**src/hw/rtl/spiram_pkg.sv**
```systemverilog
// Shared types and constants for the SPI register access master.
package spiram_pkg;

   localparam logic [7:0] READ_CMD_BITS  = 8'hC0;
   localparam logic [7:0] WRITE_CMD_BITS = 8'h00;
   localparam logic [7:0] DUMMY_BYTE     = 8'hFF;
   localparam logic [7:0] HALF_MAX       = 8'd128;
   localparam logic [7:0] HALF_MIN       = 8'd1;
   localparam logic [7:0] HALF_RESET     = 8'd32;

   localparam logic       REQ_WRITE = 1'b0;
   localparam logic       REQ_READ  = 1'b1;

   typedef struct packed {
      logic       miso_bit;
      logic [1:0] chip_index;
      logic [7:0] write_data;
      logic [5:0] reg_addr;
      logic       req_type;
      logic       req_valid;
   } item_type;

   typedef struct packed {
      logic [15:0] read_word;
      logic        done_res;
      logic        busy_res;
      logic [3:0]  cs_lines_n;
      logic        mosi_level;
      logic        sck_level;
   } result_type;

endpackage

```
**src/hw/rtl/spiram_engine.sv**
```systemverilog
// Transfer state and next-state logic for one system clock tick of the SPI master.
module spiram_engine #(
   parameter int NUM_SLAVES = 4
) (
   input  logic                   clock,
   input  logic                   reset,
   input  logic                   step,
   input  spiram_pkg::item_type   item,
   input  logic [7:0]             half_period,
   output spiram_pkg::result_type result
);

   typedef enum logic [0:0] {
      PH_IDLE,
      PH_XFER
   } phase_type;

   phase_type  phase_ff, phase_in;
   logic [6:0] div_ff, div_in;
   logic [2:0] bit_ff, bit_in;
   logic [1:0] byte_ff, byte_in;
   logic [7:0] shift_ff, shift_in;
   logic [7:0] low_ff, low_in;
   logic [7:0] high_ff, high_in;
   logic [1:0] chip_ff, chip_in;
   logic       type_ff, type_in;
   logic       sck_ff, sck_in;
   logic       samp_ff, samp_in;

   logic [7:0]  half_eff;
   logic [7:0]  div_next;
   logic        done;
   logic        busy;
   logic [15:0] word;
   logic [3:0]  cs_n;

   always_comb begin
      phase_in = phase_ff;
      div_in   = div_ff;
      bit_in   = bit_ff;
      byte_in  = byte_ff;
      shift_in = shift_ff;
      low_in   = low_ff;
      high_in  = high_ff;
      chip_in  = chip_ff;
      type_in  = type_ff;
      sck_in   = sck_ff;
      samp_in  = samp_ff;
      done     = 1'b0;
      word     = 16'd0;

      if (half_period == 8'd0) begin
         half_eff = spiram_pkg::HALF_MIN;
      end else if (half_period > spiram_pkg::HALF_MAX) begin
         half_eff = spiram_pkg::HALF_MAX;
      end else begin
         half_eff = half_period;
      end
      div_next = {1'b0, div_ff} + 8'd1;

      if (step) begin
         case (phase_ff)
            PH_IDLE: begin
               if (item.req_valid) begin
                  chip_in  = item.chip_index;
                  type_in  = item.req_type;
                  shift_in = ((item.req_type == spiram_pkg::REQ_READ) ?
                              spiram_pkg::READ_CMD_BITS : spiram_pkg::WRITE_CMD_BITS)
                             | {2'b00, item.reg_addr};
                  low_in   = item.write_data;
                  high_in  = 8'd0;
                  div_in   = 7'd0;
                  bit_in   = 3'd0;
                  byte_in  = 2'd0;
                  sck_in   = 1'b0;
                  phase_in = PH_XFER;
               end
            end
            PH_XFER: begin
               if (div_next >= half_eff) begin
                  div_in = 7'd0;
                  if (!sck_ff) begin
                     sck_in  = 1'b1;
                     samp_in = item.miso_bit;
                  end else begin
                     sck_in   = 1'b0;
                     shift_in = {shift_ff[6:0], samp_ff};
                     if (bit_ff == 3'd7) begin
                        bit_in = 3'd0;
                        if (type_ff == spiram_pkg::REQ_WRITE) begin
                           if (byte_ff == 2'd0) begin
                              shift_in = low_ff;
                              byte_in  = 2'd1;
                           end else begin
                              low_in  = {shift_ff[6:0], samp_ff};
                              high_in = 8'd0;
                              done    = 1'b1;
                           end
                        end else begin
                           if (byte_ff == 2'd0) begin
                              shift_in = spiram_pkg::DUMMY_BYTE;
                              byte_in  = 2'd1;
                           end else if (byte_ff == 2'd1) begin
                              low_in   = {shift_ff[6:0], samp_ff};
                              shift_in = spiram_pkg::DUMMY_BYTE;
                              byte_in  = 2'd2;
                           end else begin
                              high_in = {shift_ff[6:0], samp_ff};
                              done    = 1'b1;
                           end
                        end
                        if (done) begin
                           phase_in = PH_IDLE;
                           word     = {high_in, low_in};
                        end
                     end else begin
                        bit_in = bit_ff + 3'd1;
                     end
                  end
               end else begin
                  div_in = div_next[6:0];
               end
            end
            default: begin
               phase_in = PH_IDLE;
            end
         endcase
      end

      busy = (phase_in == PH_XFER);
      cs_n = 4'hF;
      if (busy && (int'(chip_in) < NUM_SLAVES)) begin
         cs_n[chip_in] = 1'b0;
      end

      result.sck_level  = busy ? sck_in : 1'b0;
      result.mosi_level = busy ? shift_in[7] : 1'b0;
      result.cs_lines_n = cs_n;
      result.busy_res   = busy;
      result.done_res   = done;
      result.read_word  = word;
   end

   always_ff @(posedge clock) begin
      if (reset) begin
         phase_ff <= PH_IDLE;
         div_ff   <= 7'd0;
         bit_ff   <= 3'd0;
         byte_ff  <= 2'd0;
         shift_ff <= 8'd0;
         low_ff   <= 8'd0;
         high_ff  <= 8'd0;
         chip_ff  <= 2'd0;
         type_ff  <= 1'b0;
         sck_ff   <= 1'b0;
         samp_ff  <= 1'b0;
      end else begin
         phase_ff <= phase_in;
         div_ff   <= div_in;
         bit_ff   <= bit_in;
         byte_ff  <= byte_in;
         shift_ff <= shift_in;
         low_ff   <= low_in;
         high_ff  <= high_in;
         chip_ff  <= chip_in;
         type_ff  <= type_in;
         sck_ff   <= sck_in;
         samp_ff  <= samp_in;
      end
   end

endmodule

```
**src/hw/rtl/spi_register_access_master_core.sv**
```systemverilog
// Top level of the SPI mode 0 register access master with stream ports.
// Each accepted input word is one system clock tick and yields one result word.
// The result is registered: it is in the output register the cycle after acceptance.
// Throughput is one word per cycle; a new word is accepted whenever the output register is empty
// or is read in the same cycle.
// Synchronous active-high reset idles the transfer engine and sets the half period to 32.
module spi_register_access_master_core #(
   parameter int NUM_SLAVES = 4
) (
   input  logic        clock,
   input  logic        reset,
   input  logic        req_tvalid,
   output logic        req_tready,
   // Fields from bit 0: req_valid, reg_addr, write_data, chip_index, miso_bit, zero pad.
   input  logic [23:0] req_tdata,
   // Fields from bit 0: req_type.
   input  logic        req_tuser,
   output logic        rsp_tvalid,
   input  logic        rsp_tready,
   // Fields from bit 0: sck_level, mosi_level, cs_lines_n, busy_res, done_res, read_word.
   output logic [23:0] rsp_tdata,
   input  logic        csr_wr_en,
   input  logic [7:0]  csr_wr_data
);

   logic                   step;
   logic [7:0]             half_ff;
   logic                   rsp_valid_ff;
   spiram_pkg::result_type rsp_ff;
   spiram_pkg::item_type   item;
   spiram_pkg::result_type result;

   assign req_tready = !rsp_valid_ff || rsp_tready;
   assign step       = req_tvalid && req_tready;

   assign item.req_valid  = req_tdata[0];
   assign item.req_type   = req_tuser;
   assign item.reg_addr   = req_tdata[6:1];
   assign item.write_data = req_tdata[14:7];
   assign item.chip_index = req_tdata[16:15];
   assign item.miso_bit   = req_tdata[17];

   spiram_engine #(
      .NUM_SLAVES(NUM_SLAVES)
   ) u_engine (
      .clock       (clock),
      .reset       (reset),
      .step        (step),
      .item        (item),
      .half_period (half_ff),
      .result      (result)
   );

   always_ff @(posedge clock) begin
      if (reset) begin
         half_ff      <= spiram_pkg::HALF_RESET;
         rsp_valid_ff <= 1'b0;
      end else begin
         if (csr_wr_en) begin
            half_ff <= csr_wr_data;
         end
         if (step) begin
            rsp_valid_ff <= 1'b1;
         end else if (rsp_tready) begin
            rsp_valid_ff <= 1'b0;
         end
      end
   end

   always_ff @(posedge clock) begin
      if (step) begin
         rsp_ff <= result;
      end
   end

   assign rsp_tvalid = rsp_valid_ff;
   assign rsp_tdata  = rsp_ff;

   assert property (@(posedge clock) disable iff (reset)
      rsp_valid_ff && rsp_ff.done_res |-> !rsp_ff.busy_res)
      else $error("Done reported while the transfer is still busy.");

   assert property (@(posedge clock) disable iff (reset)
      rsp_valid_ff && !rsp_ff.done_res |-> rsp_ff.read_word == 16'd0)
      else $error("Read word is nonzero outside the done word.");

   assert property (@(posedge clock) disable iff (reset)
      rsp_valid_ff && !rsp_ff.busy_res |->
         rsp_ff.cs_lines_n == 4'hF && !rsp_ff.sck_level && !rsp_ff.mosi_level)
      else $error("Bus lines are not idle while no transfer runs.");

   assert property (@(posedge clock) disable iff (reset)
      rsp_valid_ff |-> $onehot0(~rsp_ff.cs_lines_n))
      else $error("More than one chip select is asserted.");

endmodule
```
**config.mk**
```make
export PLATFORM = sky130hd
export DESIGN_NAME = spi_register_access_master_core
export DESIGN_NICKNAME = d
export VERILOG_FILES = /design/src/hw/rtl/spiram_pkg.sv /design/src/hw/rtl/spiram_engine.sv /design/src/hw/rtl/spi_register_access_master_core.sv
export SDC_FILE = /design/constraint.sdc
export NUM_CORES = 1
export LEC_CHECK = 0
export BUFFER_PORTS_ARGS = -buffer_cell sky130_fd_sc_hd__buf_4
export CORE_ASPECT_RATIO = 1.2
export CORE_UTILIZATION = 45
export CTS_BUF_LIST = sky130_fd_sc_hd__clkbuf_4 sky130_fd_sc_hd__clkbuf_8
export DETAILED_ROUTE_END_ITERATION = 16
export GPL_ROUTABILITY_DRIVEN = 1
export PLACE_DENSITY = 0.76
export SETUP_SLACK_MARGIN = 0.1
export SLEW_MARGIN = 20
export SYNTH_ARGS = -nofsm -noshare
export SYNTH_HDL_FRONTEND = slang
export SYNTH_SLANG_ARGS = --single-unit
```
**constraint.sdc**
```tcl
create_clock -name clock -period 4.1 [get_ports clock]
set_input_delay 0.41 -clock clock [delete_from_list [all_inputs] [get_ports clock]]
set_output_delay 0.41 -clock clock [all_outputs]
set_load 0.05 [all_outputs]
```
[After elaboration in Yosys (flattened, before gate mapping)]
Index checks and enable logic that the tools add are counted.
Operators by class
  add/subtract/negate cells: 2
  $lt $le $gt $ge: 4
  equality and inequality tests: 8
  muxes and demuxes: 75
  bitwise operators: 4
  reductions and logical operators: 15
Operator list (number)
  $mux W8: 27
  $pmux W8 S2: 3
  $mux W1: 22
  $mux W2: 11
  $mux W7: 2
  $pmux W7 S2: 1
  $mux W3: 4
  $reduce_and A4 Y1: 3
  $reduce_and A5 Y1: 2
  $add A7 B1 Y8 const B: 1
  $ge A8 B8 Y1: 1
  $gt A8 B8 Y1 const B: 1
  $logic_not A8 Y1: 1
  $ne A2 B2 Y1 const B: 4
  $or A8 B6 Y8: 1
  $reduce_and A7 Y1: 1
  $ne A3 B3 Y1 const B: 2
  $pmux W3 S2: 1
  $not A4 Y4: 1
  $pmux W1 S2: 2
  $pmux W2 S2: 1
  $add A3 B1 Y3 const B: 1
  $eq A3 B3 Y1 const B: 1
  $lt A2 B3 Y1 const B: 1
  11 further kinds: 13
Word-level totals
  register bits: 75
  input port bits: 38
  output and inout bits: 26
  word-level logic and storage cells: 128

[Longest topological paths before layout]
Gate-level depths: netlist (run 1).
  depth after elaboration: 15
  gate-level depth with buffers: 14

[Hierarchy]
From an unflattened synthesis (run 1), not the netlist that was laid out.
Unflattened totals
  cell total of the unflattened synthesis: 422
  area, all modules: 3676.0 um^2
Modules (own cells, without submodules)
  spiram_engine: times used 1, cells each 367, area each 2623.8 um^2, sequential area each 700.7 um^2
  spi_register_access_master_core: times used 1, cells each 55, area each 1052.3 um^2, sequential area each 900.9 um^2

[Worst setup path before layout (run 1)]
Ideal clock, no wire load.
  path kind: reg-to-reg
  from: reg rsp_valid_ff (netlist: rsp_tvalid)
  to: reg u_engine.byte_ff[0]
  arrival time: 2.819 ns
  required time: 3.984 ns
  path slack: 1.164 ns
  stages on the path, launching flop included: 8
  period minus slack after synthesis: 2.936 ns
  cells stage by stage: dfxtp_1 -> nand2b_1 -> nand2_1 -> clkinv_1 -> nand3b_1 -> buf_2 -> a21oi_1 -> o211a_1
Between the ends
  word-level cells in the longest chain between the ends: 4
Ends and longest elaborated chain
  start, declared: RTL line spi_register_access_master_core.sv:28  | logic rsp_valid_ff;
  start signal, assigned: RTL line spi_register_access_master_core.sv:57  | rsp_valid_ff <= 1'b0;
  start signal, assigned: RTL line spi_register_access_master_core.sv:63  | rsp_valid_ff <= 1'b1;
  start signal, assigned: RTL line spi_register_access_master_core.sv:65  | rsp_valid_ff <= 1'b0;
  $logic_not A1 Y1: RTL line spi_register_access_master_core.sv:33  | assign req_tready = !rsp_valid_ff || rsp_tready;
  $logic_or A1 B1 Y1: RTL line spi_register_access_master_core.sv:33
  via req_tready: RTL line spi_register_access_master_core.sv:13  | output logic req_tready,
  $logic_and A1 B1 Y1: RTL line spi_register_access_master_core.sv:34  | assign step = req_tvalid && req_tready;
  via step: RTL line spi_register_access_master_core.sv:26  | logic step;
  $reduce_and A7 Y1 (no line)
  end signal, assigned: RTL line spiram_engine.sv:161  | byte_ff <= byte_in;
  end, declared: RTL line spiram_engine.sv:21  | logic [1:0] byte_ff, byte_in;
The timed path passes the listed nets, and every way through them passes these cells.
A chain may end at the register's enable or synchronous reset.

[Worst setup path in the final report (run 1)]
  from: reg u_engine.div_ff[0]
  to: reg rsp_ff (netlist bit rsp_tdata[0]), data pin
Between the ends
  word-level cells in the longest chain between the ends: 5
  elaborated cells on any way between the ends: 8
  classes of those cells: 1 x add/sub; 1 x order compare; 6 x mux
Ends and longest elaborated chain
  start, declared: RTL line spiram_engine.sv:19  | logic [6:0] div_ff, div_in;
  start signal, assigned: RTL line spiram_engine.sv:159  | div_ff <= div_in;
  $add A7 B1 Y8 (*): RTL line spiram_engine.sv:59  | div_next = {1'b0, div_ff} + 8'd1;
  $ge A8 B8 Y1 (*): RTL line spiram_engine.sv:80  | if (div_next >= half_eff) begin
  $mux W1: RTL line spiram_engine.sv:80
  $pmux W1 S2: RTL line spiram_engine.sv:62  | case (phase_ff)
  $mux W1: RTL line spiram_engine.sv:61  | if (step) begin
  end signal, assigned: RTL line spi_register_access_master_core.sv:72  | rsp_ff <= result;
  end, declared: RTL line spi_register_access_master_core.sv:29  | spiram_pkg::result_type rsp_ff;
Every way passes the cells marked *; elsewhere a longest branch is shown, timed or not.

==> results of run 1 <==
[how the worst min path moves through the flow]
stage / startpoint / end / slack [ns] / cells after the start
after floorplan: u_engine.bit_ff[1]$_SDFFE_PP0P_ / u_engine.bit_ff[1]$_SDFFE_PP0P_ / 0.44 / 2
after global placement: u_engine.bit_ff[1]$_SDFFE_PP0P_ / u_engine.bit_ff[1]$_SDFFE_PP0P_ / 0.45 / 2
after detailed placement: u_engine.bit_ff[1]$_SDFFE_PP0P_ / u_engine.bit_ff[1]$_SDFFE_PP0P_ / 0.47 / 2
after CTS: csr_wr_data[5] / half_ff[5]$_SDFFE_PP1P_ / 0.28 / 3
after global routing: csr_wr_data[5] / half_ff[5]$_SDFFE_PP1P_ / 0.29 / 3
final: csr_wr_data[5] / half_ff[5]$_SDFFE_PP1P_ / 0.29 / 3
[cell families after synthesis]
family,after synthesis,share of synthesized area
simple gates,151,0.196
compound gates,88,0.188
flops,67,0.455
buf+inv,40,0.0532
mux,19,0.0550
fa+ha+maj,12,0.0431
xor+xnor,4,0.0101
[synth_stat cells (2+ instances only)]
library cell / count / area (um2)
nor2_1: 58 / 218
dfxtp_1: 43 / 861
nand2_1: 39 / 146
a21oi_1: 35 / 175
edfxtp_1: 24 / 721
mux2i_1: 18 / 180
inv_1: 15 / 56.3
clkbuf_1: 13 / 48.8
nand3_1: 13 / 65.1
nor3_1: 13 / 65.1
ha_1: 12 / 150
o21ai_0: 8 / 40.0
o221ai_1: 8 / 70.1
buf_2: 7 / 35.0
o221a_2: 7 / 78.8
nor2b_1: 6 / 37.5
and3_1: 5 / 31.3
and2_1: 4 / 25.0
o22a_1: 4 / 35.0
a22oi_1: 3 / 22.5
a2bb2oi_1: 3 / 26.3
buf_6: 3 / 33.8
xnor2_1: 3 / 26.3
a31oi_1: 2 / 12.5
nand2b_1: 2 / 12.5
nor4_1: 2 / 12.5
o211a_1: 2 / 20.0
o211ai_4: 2 / 42.5
o21ai_2: 2 / 17.5
o32ai_1: 2 / 17.5
[final cells by class]
| type | instances | area (um2) |
|---|---|---|
| timing repair buffer | 59 | 443 |
| clock buffer | 9 | 124 |
| tap | 90 | 113 |
| fill | 678 | 3250 |
| multi-input combinational | 274 | 1710 |
| inverter | 16 | 60.1 |
| clock inverter | 7 | 77.6 |
| sequential | 67 | 1580 |
[stage by stage]
step,setup WS (ns),cell area [um2]
6_report,0.919,4110
5_1_grt,0.674,4110
4_1_cts,0.917,4110
3_5_place_dp,0.941,3910
3_3_place_gp,1.00,3910
2_1_floorplan,1.16,3480
[per-layer routing]
metal,track usage,vias up,share of wire
li1,-,1460,-
met1,0.236,1442,0.40
met2,0.395,93,0.54
met3,0.0486,11,0.047
met4,0.0769,0,0.015
met5,0,-,0
[flip-flops by register name, indices dropped and copies added, names as in the netlist, 2 cells and up]
register and flops:
u_engine.chip_ff 2, u_engine.byte_ff 2, u_engine.div_ff 7, rsp_tdata 24, u_engine.low_ff 8, u_engine.shift_ff 8, half_ff 8, u_engine.bit_ff 3
[worst min-delay path: stages]
cell	delay, ns
buf_4	0.08
mux2i_1	0.06
nand2_1	0.06
[power by group through the flow]
stage	sequential, mW	clock, mW	combinational, mW
after floorplan	0.795	0	0.118
after global placement	0.757	0	0.223
after detailed placement	0.759	0	0.227
after CTS	0.744	0.568	0.228
after global routing	0.748	0.601	0.247
final	0.744	0.556	0.229
==> flow_metrics.tcl, run 1 <==
set metrics [dict create \
    status "completed" \
    finalCritPeriodShare 0.776 \
    critPathMaxFanout 7 \
    r2r_end "rsp_tdata[0]$_SDFFCE_PN0P_" \
    num-nets-final 477 \
    portBuffers 57 \
    fin_cells 522 \
    dieArea_mm2 0.00809 \
    synth_edf_count 24 \
    postCtsSetupRepairBufs 0 \
    wirelength_um 8270 \
    total_power_mw 1.53 \
    crit_path_start "u_engine.div_ff[0]$_SDFFE_PP0P_" \
    cts_resized 0 \
    power.switching_uw 439 \
    cts_root_buf "clkbuf_8" \
    clk_pin_slew_ns 0.07 \
    first_iter_violations 179 \
    async_flop_share 0 \
    holdCritPathClass "in2reg" \
    ys_warn_count 0 \
    maxCapViolations 0 \
    power.leakage_nw 1.72 \
    antenna_found_initial 0 \
    rr_worst_depth 13 \
    worst_hold_slack_ns 0.292 \
    synth.avg_cell_area_um2 9.13 \
    path_buf_inv 1 \
    clk_latency_ns 0.35 \
    drcViolationCount 0 \
    grt_pass1_vias 2855 \
    fmax_ghz 0.314 \
    core.rowCount 34 \
    p_int_mw 1.09 \
    critical_path_arrival_ns 3.28 \
    rrSetupSlack_ns 0.92 \
    initial_core_util 0.473 \
    grt_overflow 0 \
    crit_end "rsp_tdata[0]$_SDFFCE_PN0P_" \
    swShare 0.287 \
    routedWlPerCell_um 15.8 \
    synthesis.area_mm2 0.00348 \
    place.gp.congestion 0.820 \
    clk_path_buf_depth 2 \
    maxSlewViolCount 0 \
    synth_fp_nets 431 \
    cp_slowest_stage_delay_ns 0.35 \
    ys_seq_area_frac 0.455 \
    chipWidth_um 82.3 \
    avgViaCountPerCell 5.76 \
    seqPwrFrac 0.487 \
    die-height_um 98.3 \
    vdd_drop_max_mv 0.250 \
    grt_max_degree 42 \
    syn_to_final_growth_pct 18.2 \
    ys_ff_latch 67 \
    hold_viol 0 \
    ctsHoldBuffers 0 \
    tightestPinTransition_ns 0.953 \
    synthDistinctLibCells 53 \
    layout_commonest_cell "buf_4" \
    place_inst 506 \
    power_density_mw_per_mm2 372 \
    drive_above_1_share 0.213 \
    worst-path-stages 13 \
    vias 3006 \
    fin_skew_ns 0.00852 \
    period_needed_ns 3.18 \
    grt_pass1_wl_um 13300 \
    crit_top_cell "ha_1" \
    crit_type "reg2reg" \
    cp_top_family "simple AND/OR/NAND/NOR gates" \
    cts_buffers 9 \
    htreeDepth 3 \
    drtPass1Iterations 5 \
    setup_viol_count_final 0 \
    diodes 0 \
    crit_path_end_kind "flip-flop" \
    critPathSlowestCell "dfxtp_1" \
    dpl.hpwl_um 5860 \
    final_cell_mix "59 x buf_4, 58 x nor2_1, 43 x dfxtp_1, 39 x nand2_1, 35 x a21oi_1" \
    grt.total_usage 0.216 \
    ios 64 \
    cp.required_ns 4.20 \
    final_core_util 0.559 \
    fin_tns_setup_ns 0 \
    power_frac_clock 0.364 \
    clock_sinks 67 \
    rsz0062_at_grt "false" \
    ys.flop_type "dfxtp_1" \
    coreArea_mm2 0.00736 \
    cts_tree "done" \
    relSlewSlack 0.363 \
    regToRegStartpoint "u_engine.div_ff[0]$_SDFFE_PP0P_" \
    path_cells "ha_1 > nor2b_1 > or2_2 > ha_1 > a31oi_1 > nor2b_1 > o21ba_1 > nor2_1 > inv_1 > ha_1 > nand4b_1 > o21ai_0 > a21o_1" \
    final_antenna_net_count 0 \
    combPwrFrac 0.150 \
    synth_cells 381 \
    cp-start-kind "flip-flop" \
]
Note: power is estimated with default switching activity, not from simulation.
==> run 2, diff against run 1 <==
==> constraint.sdc (replaced) <==
create_clock -name clock -period 3.3 [get_ports clock]
set_input_delay 0.33 -clock clock [delete_from_list [all_inputs] [get_ports clock]]
set_output_delay 0.33 -clock clock [all_outputs]
set_load 0.05 [all_outputs]
==> run 2 against run 1 <==
Effect of this change: non-clock buffer count rose by 4; fmax rose by 6.7%; routed wire length fell by 2.7%; clock power rose by 37%; via count fell by 0.17%; combinational power rose by 27%; critical path type unchanged.
==> flow_metrics.tcl, run 2 (synthesis gave the netlist of run 1 again) <==
set metrics [dict create \
    drtPass1Iterations 4 \
    seqCellArea_mm2 0.00158 \
    coreArea_mm2 0.00736 \
    rr_worst_depth 13 \
    grt_pass1_wl_um 13200 \
    diodes 0 \
    regToRegStartpoint "u_engine.div_ff[0]$_SDFFE_PP0P_" \
    num-nets-final 481 \
    cp.required_ns 3.41 \
    portBuffers 57 \
    period_needed_ns 2.98 \
    grt_pass1_vias 2968 \
    cts_buffers 9 \
    crit_path_end_kind "flip-flop" \
    rrSetupSlack_ns 0.32 \
    final_antenna_net_count 0 \
    vias 3001 \
    relSlewSlack 0.604 \
    ios 64 \
    holdCritPathClass "in2reg" \
    final_area_mm2 0.00418 \
    grt.total_usage 0.214 \
    grt_max_degree 42 \
    power_density_mw_per_mm2 473 \
    whs_endpoint "half_ff[5]$_SDFFE_PP1P_" \
    hold_start "csr_wr_data[5]" \
    dieArea_mm2 0.00809 \
    clk_latency_ns 0.35 \
    chipWidth_um 82.3 \
    status "completed" \
    vdd_drop_max_mv 0.320 \
    whs_path_depth 3 \
    antenna_found_initial 0 \
    wirelength_um 8050 \
    r2r_end "rsp_tdata[0]$_SDFFCE_PN0P_" \
    htreeDepth 3 \
    crit_type "reg2reg" \
    setup_viol_count_final 0 \
    die-height_um 98.3 \
    postCtsSetupRepairBufs 0 \
    fin_skew_ns 0.0108 \
    finalCritPeriodShare 0.904 \
    maxCapViolations 0 \
    clk_pin_slew_ns 0.07 \
    placedInstanceArea_mm2 0.00394 \
    drive_above_1_share 0.225 \
    syn_to_final_growth_pct 20.0 \
    initial_core_util 0.473 \
    hold_viol 0 \
    routedWlPerCell_um 15.3 \
    core.rowCount 34 \
    cts_root_buf "clkbuf_8" \
    rsz0062_at_grt "true" \
    final_cell_mix "63 x buf_4, 57 x nor2_1, 43 x dfxtp_1, 39 x nand2_1, 35 x a21oi_1" \
    critPathMaxFanout 5 \
    clock_sinks 67 \
    clk_path_buf_depth 2 \
    fillerInstances 657 \
    cts_tree "done" \
    maxSlewViolCount 0 \
    fin_tns_setup_ns 0 \
    tightestPinTransition_ns 0.593 \
    critical_path_arrival_ns 3.09 \
    drcViolationCount 0 \
    fmax_ghz 0.335 \
    layout_commonest_cell "buf_4" \
    first_iter_violations 209 \
    cp-start-kind "flip-flop" \
    avgViaCountPerCell 5.71 \
    multiInputGateArea_mm2 0.00173 \
    place.gp.congestion 0.832 \
    largest_reg_flops 24 \
    dpl.hpwl_um 5750 \
    grt_overflow 0 \
    power.leakage_nw 1.74 \
    crit_path_start "u_engine.div_ff[0]$_SDFFE_PP0P_" \
]
-- run 2: layer usage --
layer / global-route usage / up-vias / part of all wire
met3: 0.0458 / 24 / 0.051
met4: 0.105 / 0 / 0.028
li1: - / 1473 / -
met1: 0.235 / 1413 / 0.39
met2: 0.377 / 91 / 0.53
met5: 0 / - / 0
-- run 2: where the power goes --
part	internal [mW]	switching [mW]
Clock	0.435	0.327
Combinational	0.111	0.180
Sequential	0.894	0.0297
-- run 2: how the worst max path moves through the flow --
stage | end | slack (ns) | cells past startpoint
3_3_place_gp | rsp_tdata[0]$_SDFFCE_PN0P_ | 0.36 | 13
6_report | rsp_tdata[0]$_SDFFCE_PN0P_ | 0.32 | 13
2_1_floorplan | u_engine.byte_ff[0]$_SDFFE_PP0P_ | 0.36 | 7
3_5_place_dp | rsp_tdata[0]$_SDFFCE_PN0P_ | 0.24 | 13
4_1_cts | rsp_tdata[0]$_SDFFCE_PN0P_ | 0.22 | 13
5_1_grt | rsp_tdata[0]$_SDFFCE_PN0P_ | 0.09 | 13
-- run 2: cell type report --
class,count,area share
inverters,16,0.0144
multi-input cells,274,0.413
flip-flops and latches,67,0.379
repair buffers,63,0.113
clock buffers,10,0.0315
clock inverters,6,0.0219
well taps,90,0.0270
-- run 2: worst max-delay path: stages (launching register included) --
cell      delay [ns]
dfxtp_1         0.35
ha_1            0.23
nor2b_1         0.14
or2_2           0.27
ha_1            0.32
a21oi_1         0.18
a21oi_2         0.05
o21ba_1         0.23
nor2_4          0.16
inv_1           0.06
ha_1            0.29
nand4b_1        0.12
o21ai_0         0.14
a21o_1          0.18
-- run 2: repair_timing --
item	in CTS	in global routing
endpoints found under the setup margin	0	1
hold buffers	0	0
resized for setup	0	3
-- run 2: per-stage QoR --
| stage | hold slack (ns) | util | power (mW) | cells | worst slack [ns] |
|---|---|---|---|---|---|
| final | 0.208 | 0.567 | 1.98 | 526 | 0.318 |
| after global routing | 0.214 | 0.567 | 2.04 | 526 | 0.0859 |
| after CTS | 0.196 | 0.566 | 1.98 | 526 | 0.217 |
| after detailed placement | 0.461 | 0.535 | 1.23 | 510 | 0.244 |
| after global placement | 0.451 | 0.535 | 1.22 | 510 | 0.356 |
| after floorplan | 0.442 | - | 1.13 | 381 | 0.364 |
